$ cat src/rtl/p2c_pkg.sv
// shared types, constants and table functions for the polar to cartesian converter
`timescale 1ns / 1ps

package p2c_pkg;

    // block configuration
    localparam int CORDIC_STAGES = 16;
    localparam int FRACTION_BITS = 16;

    // arctangent table size and the iterations actually run
    localparam int ATAN_ENTRIES = 30;
    localparam int CORDIC_ITERS = (CORDIC_STAGES < ATAN_ENTRIES) ? CORDIC_STAGES : ATAN_ENTRIES;

    // field and datapath widths
    localparam int DATA_W    = 32;
    localparam int CORDIC_W  = DATA_W + 2;
    localparam int MUL_SHIFT = 30;
    localparam int PROD1_W   = 2 * DATA_W;
    localparam int RC_W      = PROD1_W - MUL_SHIFT;
    localparam int PROD2_W   = RC_W + DATA_W;
    localparam int VAL_W     = PROD2_W - MUL_SHIFT;

    // cordic start value, gain compensated, q30
    localparam logic signed [CORDIC_W-1:0] CORDIC_GAIN = CORDIC_W'(652032874);

    // pi/180 in q30
    localparam int DEG_RAD_W = 25;
    localparam logic [DEG_RAD_W-1:0] DEG_TO_RAD_Q30 = DEG_RAD_W'(18740330);

    // angle reduction constants, degrees with FRACTION_BITS fraction bits
    localparam longint unsigned QUARTER_ANGLE = 64'd90 << FRACTION_BITS;
    localparam longint unsigned FULL_ANGLE    = 64'd4 * QUARTER_ANGLE;
    localparam longint unsigned ANGLE_OFFSET  =
        ((64'd1 << (DATA_W - 1)) / FULL_ANGLE + 64'd1) * FULL_ANGLE;
    localparam int REDUCE_STEPS = $clog2((64'd1 << DATA_W) / FULL_ANGLE + 64'd2);
    localparam int WRAP_W = DATA_W + 1;
    localparam int MOD_W  = $clog2(FULL_ANGLE);
    localparam int FOLD_W = $clog2(QUARTER_ANGLE + 64'd1);
    localparam int PROD_W = FOLD_W + DEG_RAD_W;
    localparam longint unsigned ROUND_HALF = 64'd1 << (FRACTION_BITS - 1);

    // coordinate type codes
    typedef enum logic [1:0] {
        COORD_CARTESIAN   = 2'd0,
        COORD_CYLINDRICAL = 2'd1,
        COORD_SPHERICAL   = 2'd2,
        COORD_UNKNOWN     = 2'd3
    } p2c_coord_t;

    // one input item
    typedef struct packed {
        p2c_coord_t         operation;
        logic signed [31:0] first_component;
        logic signed [31:0] second_component;
        logic signed [31:0] third_component;
    } p2c_in_t;

    // one result item
    typedef struct packed {
        logic signed [31:0] x_out;
        logic signed [31:0] y_out;
        logic signed [31:0] z_out;
        logic               type_valid;
        logic               saturated;
    } p2c_out_t;

    // quadrant signs kept beside a folded angle
    typedef struct packed {
        logic neg_sin;
        logic neg_cos;
    } p2c_quad_t;

    // reduced angles headed for the cordic
    typedef struct packed {
        p2c_in_t                    item;
        logic signed [CORDIC_W-1:0] az_angle;
        logic signed [CORDIC_W-1:0] po_angle;
        p2c_quad_t                  az_quad;
        p2c_quad_t                  po_quad;
    } p2c_ang_t;

    // sine and cosine of both angles, q30
    typedef struct packed {
        p2c_in_t                  item;
        logic signed [DATA_W-1:0] az_cos;
        logic signed [DATA_W-1:0] az_sin;
        logic signed [DATA_W-1:0] po_cos;
        logic signed [DATA_W-1:0] po_sin;
    } p2c_trig_t;

    // q30 arctangent of 2^-idx, truncated toward zero for idx up to 26
    function automatic logic signed [CORDIC_W-1:0] atan_q30(input int idx);
        logic [31:0] v;
        case (idx)
            0:       v = 32'h3243F6A8;
            1:       v = 32'h1DAC6705;
            2:       v = 32'h0FADBAFC;
            3:       v = 32'h07F56EA6;
            4:       v = 32'h03FEAB76;
            5:       v = 32'h01FFD55B;
            6:       v = 32'h00FFFAAA;
            7:       v = 32'h007FFF55;
            8:       v = 32'h003FFFEA;
            9:       v = 32'h001FFFFD;
            10:      v = 32'h000FFFFF;
            11:      v = 32'h0007FFFF;
            12:      v = 32'h0003FFFF;
            13:      v = 32'h0001FFFF;
            14:      v = 32'h0000FFFF;
            15:      v = 32'h00007FFF;
            16:      v = 32'h00003FFF;
            17:      v = 32'h00001FFF;
            18:      v = 32'h00000FFF;
            19:      v = 32'h000007FF;
            20:      v = 32'h000003FF;
            21:      v = 32'h000001FF;
            22:      v = 32'h000000FF;
            23:      v = 32'h0000007F;
            24:      v = 32'h0000003F;
            25:      v = 32'h0000001F;
            26:      v = 32'h0000000F;
            27:      v = 32'h00000008;
            28:      v = 32'h00000004;
            29:      v = 32'h00000002;
            default: v = 32'h00000000;
        endcase
        return CORDIC_W'(v);
    endfunction

    // multiple of a full turn removed in one reduction step
    function automatic logic [WRAP_W-1:0] wrap_step(input int k);
        return WRAP_W'(FULL_ANGLE << k);
    endfunction

endpackage

$ cat src/rtl/p2c_angle.sv
// angle reduction pipeline: wrap to one turn, fold to a quadrant, convert to q30 radians
`timescale 1ns / 1ps

module p2c_angle (
    input  logic               clk,
    input  logic               rst_n,
    input  logic               point_valid,
    output logic               point_ready,
    input  p2c_pkg::p2c_in_t   point,
    output logic               angle_valid,
    input  logic               angle_ready,
    output p2c_pkg::p2c_ang_t  angle_item
);
    import p2c_pkg::*;

    // stage map: offset, reduction steps, fold, multiply, round
    localparam int FOLD_S  = REDUCE_STEPS + 1;
    localparam int MUL_S   = REDUCE_STEPS + 2;
    localparam int ROUND_S = REDUCE_STEPS + 3;
    localparam int STAGES  = REDUCE_STEPS + 4;

    localparam logic [MOD_W-1:0] QTR_M   = MOD_W'(QUARTER_ANGLE);
    localparam logic [MOD_W-1:0] HALF_M  = MOD_W'(2 * QUARTER_ANGLE);
    localparam logic [MOD_W-1:0] THREE_M = MOD_W'(3 * QUARTER_ANGLE);
    localparam logic [MOD_W-1:0] FULL_M  = MOD_W'(FULL_ANGLE);

    logic [STAGES-1:0] vld_reg;
    logic [STAGES-1:0] vld_next;
    logic [STAGES-1:0] adv;

    p2c_in_t                    item_reg [0:STAGES-1];
    logic [WRAP_W-1:0]          wrap_reg [0:1][0:REDUCE_STEPS];
    logic [WRAP_W-1:0]          wrap_next [0:1][0:REDUCE_STEPS];
    p2c_quad_t                  quad_reg [0:1][0:2];
    p2c_quad_t                  quad_next [0:1];
    logic [FOLD_W-1:0]          fold_reg [0:1];
    logic [FOLD_W-1:0]          fold_next [0:1];
    logic [PROD_W-1:0]          prod_reg [0:1];
    logic [PROD_W-1:0]          prod_next [0:1];
    logic signed [CORDIC_W-1:0] ang_reg [0:1];
    logic signed [CORDIC_W-1:0] ang_next [0:1];
    logic [DATA_W-1:0]          lane_ang [0:1];
    logic [MOD_W-1:0]           mod_val [0:1];
    logic [PROD_W-1:0]          rnd_sum [0:1];

    // a stage moves when some stage at or after it is empty or the output drains
    always_comb
    begin
        for (int j = 0; j < STAGES; j++)
        begin
            adv[j] = angle_ready || (|(~vld_reg >> j));
        end
        vld_next = vld_reg;
        for (int j = 0; j < STAGES; j++)
        begin
            if (adv[j])
            begin
                vld_next[j] = (j == 0) ? point_valid : vld_reg[(j == 0) ? 0 : j - 1];
            end
        end
    end

    // wrap by adding whole turns, then restoring subtraction of turn multiples
    always_comb
    begin
        logic [WRAP_W-1:0] step;
        lane_ang[0] = point.second_component;
        lane_ang[1] = point.third_component;
        for (int l = 0; l < 2; l++)
        begin
            wrap_next[l][0] = {lane_ang[l][DATA_W-1], lane_ang[l]} + WRAP_W'(ANGLE_OFFSET);
            for (int s = 1; s <= REDUCE_STEPS; s++)
            begin
                step = wrap_step(REDUCE_STEPS - s);
                if (wrap_reg[l][s-1] >= step)
                begin
                    wrap_next[l][s] = wrap_reg[l][s-1] - step;
                end
                else
                begin
                    wrap_next[l][s] = wrap_reg[l][s-1];
                end
            end
        end
    end

    // fold into the first quadrant and convert to q30 radians
    always_comb
    begin
        for (int l = 0; l < 2; l++)
        begin
            mod_val[l] = wrap_reg[l][REDUCE_STEPS][MOD_W-1:0];
            quad_next[l] = '0;
            if (mod_val[l] <= QTR_M)
            begin
                fold_next[l] = FOLD_W'(mod_val[l]);
            end
            else if (mod_val[l] <= HALF_M)
            begin
                fold_next[l] = FOLD_W'(HALF_M - mod_val[l]);
                quad_next[l].neg_cos = 1'b1;
            end
            else if (mod_val[l] <= THREE_M)
            begin
                fold_next[l] = FOLD_W'(mod_val[l] - HALF_M);
                quad_next[l].neg_cos = 1'b1;
                quad_next[l].neg_sin = 1'b1;
            end
            else
            begin
                fold_next[l] = FOLD_W'(FULL_M - mod_val[l]);
                quad_next[l].neg_sin = 1'b1;
            end
            prod_next[l] = PROD_W'(fold_reg[l]) * PROD_W'(DEG_TO_RAD_Q30);
            rnd_sum[l]   = prod_reg[l] + PROD_W'(ROUND_HALF);
            ang_next[l]  = CORDIC_W'(rnd_sum[l] >> FRACTION_BITS);
        end
    end

    // valid bits
    always_ff @(posedge clk or negedge rst_n)
    begin
        if (!rst_n)
        begin
            vld_reg <= '0;
        end
        else
        begin
            vld_reg <= vld_next;
        end
    end

    // stage payloads
    always_ff @(posedge clk)
    begin
        if (adv[0])
        begin
            item_reg[0] <= point;
            for (int l = 0; l < 2; l++)
            begin
                wrap_reg[l][0] <= wrap_next[l][0];
            end
        end
        for (int s = 1; s < STAGES; s++)
        begin
            if (adv[s])
            begin
                item_reg[s] <= item_reg[s-1];
            end
        end
        for (int s = 1; s <= REDUCE_STEPS; s++)
        begin
            if (adv[s])
            begin
                for (int l = 0; l < 2; l++)
                begin
                    wrap_reg[l][s] <= wrap_next[l][s];
                end
            end
        end
        for (int l = 0; l < 2; l++)
        begin
            if (adv[FOLD_S])
            begin
                fold_reg[l]    <= fold_next[l];
                quad_reg[l][0] <= quad_next[l];
            end
            if (adv[MUL_S])
            begin
                prod_reg[l]    <= prod_next[l];
                quad_reg[l][1] <= quad_reg[l][0];
            end
            if (adv[ROUND_S])
            begin
                ang_reg[l]     <= ang_next[l];
                quad_reg[l][2] <= quad_reg[l][1];
            end
        end
    end

    // outputs
    assign point_ready         = adv[0];
    assign angle_valid         = vld_reg[STAGES-1];
    assign angle_item.item     = item_reg[STAGES-1];
    assign angle_item.az_angle = ang_reg[0];
    assign angle_item.po_angle = ang_reg[1];
    assign angle_item.az_quad  = quad_reg[0][2];
    assign angle_item.po_quad  = quad_reg[1][2];

endmodule

$ cat config.mk
export PLATFORM = sky130hd
export DESIGN_NAME = p2c_angle
export DESIGN_NICKNAME = d
export VERILOG_FILES = /design/src/rtl/p2c_pkg.sv /design/src/rtl/p2c_angle.sv
export SDC_FILE = /design/constraint.sdc
export NUM_CORES = 2
export LEC_CHECK = 0
export BUFFER_PORTS_ARGS = -buffer_cell sky130_fd_sc_hd__buf_2
export CAP_MARGIN = 20
export CELL_PAD_IN_SITES_DETAIL_PLACEMENT = 1
export CELL_PAD_IN_SITES_GLOBAL_PLACEMENT = 1
export CORE_ASPECT_RATIO = 0.8
export CORE_MARGIN = 1
export CORE_UTILIZATION = 40
export DETAILED_ROUTE_END_ITERATION = 12
export PLACE_DENSITY = 0.69
export RECOVER_POWER = 50
export SETUP_SLACK_MARGIN = 0.1
export SLEW_MARGIN = 40
export SYNTH_ARGS = -nofsm -noshare
export SYNTH_HDL_FRONTEND = slang
export SYNTH_SLANG_ARGS = --single-unit
$ cat constraint.sdc
create_clock -name clk -period 19.4 [get_ports clk]
set_input_delay 0.97 -clock clk [delete_from_list [all_inputs] [get_ports clk]]
set_output_delay 0.97 -clock clk [all_outputs]
set_load 0.02 [all_outputs]
=== After elaboration in Yosys (flattened, before gate mapping) ===
Memory sizes are Yosys's and may differ from the RTL's.
Cells that the tools add are included.

* Add/sub/neg operators: 26
* $mul: 2
* Divide/modulo/power cells: 0
* $lt $le $gt $ge: 22
* Eq/ne operators: 0
* Shifts and indexed selects: 0
* Mux-type cells: 54
* Bitwise operators: 1
* Reductions and logical operators: 23

{| class="wikitable"
|+ Operators with widths
! kind !! count
|-
| $mux 33 || 16
|-
| $mux 23 || 6
|-
| $add 48x16->48 const B || 2
|-
| $mul 23x24->47 const B || 2
|-
| $add 33x32->33 const B || 2
|-
| $ge 33x25->1 const B || 2
|-
| $ge 33x26->1 const B || 2
|-
| $ge 33x27->1 const B || 2
|-
| $ge 33x28->1 const B || 2
|-
| $ge 33x29->1 const B || 2
|-
| $ge 33x30->1 const B || 2
|-
| $ge 33x31->1 const B || 2
|-
| $ge 33x32->1 const B || 2
|-
| $sub 33x25->33 const B || 2
|-
| $sub 33x26->33 const B || 2
|-
| $sub 33x27->33 const B || 2
|-
| $sub 33x28->33 const B || 2
|-
| $sub 33x29->33 const B || 2
|-
| $sub 33x30->33 const B || 2
|-
| $sub 33x31->33 const B || 2
|-
| $sub 33x32->33 const B || 2
|-
| $le 25x23->1 const B || 2
|-
| $le 25x24->1 const B || 2
|-
| $le 25x25->1 const B || 2
|-
| 18 further kinds || 62
|}

* Register bits after elaboration: 12
* Latch bits: 0
* RAM bits: 1986
* Bits in read-only memories: 0
* Input port bits: 102
* Output and inout bits: 172
* Memories kept: 6

{| class="wikitable"
|+ Memory list
! name !! depth !! width !! read ports !! clocked after memory_dff !! wr ports !! RTL line !! RTL
|-
| item_reg || 12 || 98 || 12 || 0 || 12 || p2c_angle.sv:31 || <nowiki>p2c_in_t item_reg [0:STAGES-1];</nowiki>
|-
| wrap_reg || 2 || 297 || 2 || 0 || 2 || p2c_angle.sv:32 || <nowiki>logic [WRAP_W-1:0] wrap_reg [0:1][0:REDUCE_STEPS];</nowiki>
|-
| prod_reg || 2 || 47 || 2 || 0 || 2 || p2c_angle.sv:38 || <nowiki>logic [PROD_W-1:0] prod_reg [0:1];</nowiki>
|-
| ang_reg || 2 || 32 || 2 || 0 || 2 || p2c_angle.sv:40 || <nowiki>logic signed [CORDIC_W-1:0] ang_reg [0:1];</nowiki>
|-
| fold_reg || 2 || 23 || 2 || 0 || 2 || p2c_angle.sv:36 || <nowiki>logic [FOLD_W-1:0] fold_reg [0:1];</nowiki>
|-
| quad_reg || 2 || 6 || 2 || 0 || 2 || p2c_angle.sv:34 || <nowiki>p2c_quad_t quad_reg [0:1][0:2];</nowiki>
|}

=== Longest topological paths before layout ===
* Depth after elaboration: 5
* Gate-level depth with buffers: 25

=== Worst setup path after synthesis ===
OpenSTA, ideal clock, no wires.

* Path type: input-to-reg
* Start: input port angle_ready
* End: memory item_reg[0][0] (netlist name) (enable)
* Data arrival time: 13.416 ns
* Required time: 17.697 ns
* Setup slack: 4.281 ns
* Stages: 7
* Path buffers: 0
* Cells stage by stage: nor2b_1 nand3_1 nor2_1 and2_1 nand3_1 nor2_1 nand4_1

{| class="wikitable"
|+ RTL lines
! item !! RTL line !! RTL
|-
| start: declaration || p2c_angle.sv:11 || <nowiki>input logic angle_ready,</nowiki>
|-
| end: declaration || p2c_angle.sv:31 ||
|}

==> metrics.txt <==
Post-CTS Setup Inserts=0; fraction of the cycle the final worst path needs=0.384; WP data required=roughly 20 ns; violated checks=capacitance limit, slew limit; via density per instance=about 4.8; run status=finished with violations; clock-pin slew reported for the worst setup and hold paths after clock tree synthesis=about 0.070 ns; number of nets in the finished design=slightly above 6000; width of the chip=between 400 and 500 um; total count of hold-check failures in the final report=0; FF+latch count, synth=~1600; total of warnings raised by yosys=0; dominant register cell in the synthesized netlist=sky130_fd_sc_hd__edfxtp_1; Port Buffer Count=about 270; GRT Resource Usage Total=0.166; Placeable Area=185000 sq um; hold buffers post-CTS=0; total number of placement rows=about 140; initial antenna violation count=3; RSZ-0062 raised after global routing=no; Resized cells post-CTS=0; critical-path cell with the highest stage delay=sky130_fd_sc_hd__fa_1; register area share after synthesis=0.634; leftover overflow at the end of global routing=0; CP Cell Sequence=fa_1 > inv_1 > fa_1 > fa_1 > inv_1 > fa_1 > fa_1 > fa_1 > inv_1 > fa_1 > inv_1 > ha_1 > a21oi_1 > o21ai_0 > a31oi_1 > a2111oi_0 > or3_1 > a31oi_1 > o21ai_0 > xor2_1; FF-to-FF path depth=20; Final setup violation count=0; global-route wire length before repair=approximately 240000 um; type of the worst setup path=reg -> reg; Async S/R FF share, synth=0.00759; CTS sink count=1580; detailed router's first-iteration violation count=approximately 1800; number of nets still failing antenna checks after routing=0; minimum setup slack among reg-to-reg paths=11.95 ns; gp weighted congestion=0.862; TritonCTS clock tree=done; worst-margin pin slew=around 5.4 ns; endpoint type of the worst setup path=flop; CTS H-tree lvls=4; maximum single-stage delay on the critical path=~0.71 ns; Critical Path Most Common Cell=sky130_fd_sc_hd__fa_1; CP arrival=approximately 7.9 ns; DRC viols=0; worst-path fanout max=9; Top-Level Pins=~270; top library cells by usage in the layout, fill and taps aside=sky130_fd_sc_hd__edfxtp_1, sky130_fd_sc_hd__inv_1, sky130_fd_sc_hd__ha_1; slew margin rel.=-2.61; buffer depth of the longest clock path=3; number of flip-flops in the largest register=around 1200; routed via count=between 30000 and 40000; CTS Root Buffer Type=sky130_fd_sc_hd__clkbuf_16; number of max-cap violations=6; crit start category=flop; area of the mapped netlist=74700 sq um; area taken by multi-input logic gates=about 24000 sq um; starting density of the core=0.404; relative area change from synthesis to final layout=12.1%; largest net degree at the start of global routing=between 100 and 150; later-pin clock latency in the skew report=about 0.8 ns; maximum achievable frequency=0.134 GHz; fraction of layout cells with a size suffix above 1=0.101; Total Negative Setup Slacks=0 ns; per-instance average area after synthesis=~16 sq um; worst clock skew=0.0633 ns; Final Max Slew Viols=316; worst reg2reg path endpoint=prod_reg[0][46]; Routed WL=between 150000 and 200000 um; count of filler cells inserted in the layout=around 18000; Synth cell types=slightly above 90; area taken by flip-flops and latches=between 40000 and 50000 sq um; drt first pass iters=5; count of flip-flops with a built-in enable after synthesis=between 1500 and 2000; Die Outline Area=~190000 sq um; leading cell type in the layout, fill and taps excluded=sky130_fd_sc_hd__edfxtp_1; time the final worst path needs with I/O delays and setup=between 7 and 8 ns; class of the worst hold path=in -> async; die extent in y=around 390 um; source of the worst register-to-register timing path=fold_reg[0][3]; post-DP HPWL=between 100000 and 150000 um; clock buffers created by TritonCTS=158; synthesized instance count=~4800; number of global-route vias before repair=40500; WL per Instance=20.2 um; startpoint of the worst setup timing path=fold_reg[0][3]
cell usage after synthesis (all sizes together) (5+ instances only):
cell type / number / area (sq um)
fa: 412 / 8250
buf: 114 / 846
edfxtp: 1568 / 47100
o22ai: 8 / 50.1
or2: 15 / 93.8
nand2: 157 / 597
a21oi: 134 / 686
a31oi: 12 / 75.1
ha: 482 / 6030
inv: 706 / 2650
o21ai: 114 / 582
a211oi: 14 / 110
nand3: 64 / 333
xnor2: 212 / 1860
dfrtp: 12 / 300
nor4b: 13 / 114
o21bai: 29 / 218
nand3b: 17 / 128
and2: 20 / 125
o31ai: 7 / 52.6
a21o: 31 / 233
nor4: 85 / 553
and3: 20 / 125
mux2i: 11 / 110
o21a: 7 / 52.6
nand4: 61 / 382
or4: 19 / 150
nand2b: 31 / 194
nor2: 149 / 564
and4: 9 / 78.8
o211ai: 12 / 90.1
nor3: 58 / 310
nor2b: 11 / 68.8
clkbuf: 27 / 101
or3: 13 / 81.3
a221o: 5 / 50.1
xor2: 94 / 823
worst max-delay path: cells and delay by family, from the launching register on:
family | cells | cell delay [ns]
AO/OA/AOI/OAI | 6 | 1.48
XOR/XNOR | 1 | 0.17
adder cells (fa/ha/maj) | 8 | 4.14
buffers and inverters | 4 | 0.27
flip-flops | 1 | 0.60
AND/OR/NAND/NOR | 1 | 0.50
per-layer routing:
layer,vias to the layer above,share of wire,global-route usage
met2,501,0.47,0.274
met4,0,0.019,0.0379
met5,-,0,0
met1,18600,0.47,0.230
li1,17600,-,-
met3,174,0.033,0.0275
cells by family after synthesis:
logic type / share of synthesized area
AO/OA/AOI/OAI: 0.0347
XOR/XNOR: 0.0359
adder cells (fa/ha/maj): 0.191
buffers and inverters: 0.0482
flip-flops: 0.634
multiplexers: 0.00162
other: 0.0000502
AND/OR/NAND/NOR: 0.0543
layout make-up:
type / count / area share
well taps: 2431 / 0.0363
multi-input cells: 2391 / 0.284
flip-flops and latches: 1580 / 0.566
inverters: 707 / 0.0319
clock inverters: 101 / 0.0137
clock buffers: 186 / 0.0490
diodes: 1 / 0.0000299
repair buffers: 294 / 0.0189
per-stage QoR:
stage / hold WS, ns / area, sq um / instances / util / setup slack (ns)
after global placement: 0.400 / 78400 / 7397 / 0.424 / 12.28
after CTS: 0.0283 / 83700 / 7687 / 0.453 / 11.95
after floorplan: 0.400 / 74700 / 4819 / - / 4.28
after global routing: 0.278 / 83700 / 7690 / 0.452 / 11.41
after detailed placement: 0.405 / 78500 / 7400 / 0.424 / 11.99
final: 0.256 / 83700 / 7691 / 0.452 / 11.95
worst max-delay path by stage:
stage | end | slack, ns | cells past startpoint
floorplan | item_reg[0][0] | 4.28 | 7
global placement | prod_reg[0][46] | 12.28 | 20
detailed placement | prod_reg[0][46] | 11.99 | 20
CTS | prod_reg[0][46] | 11.95 | 20
global route | point_ready | 11.41 | 10
finish | prod_reg[0][46] | 11.95 | 20
Power is not shown: default switching activity piles up to over one toggle a cycle in this logic, so the estimate is an artifact.
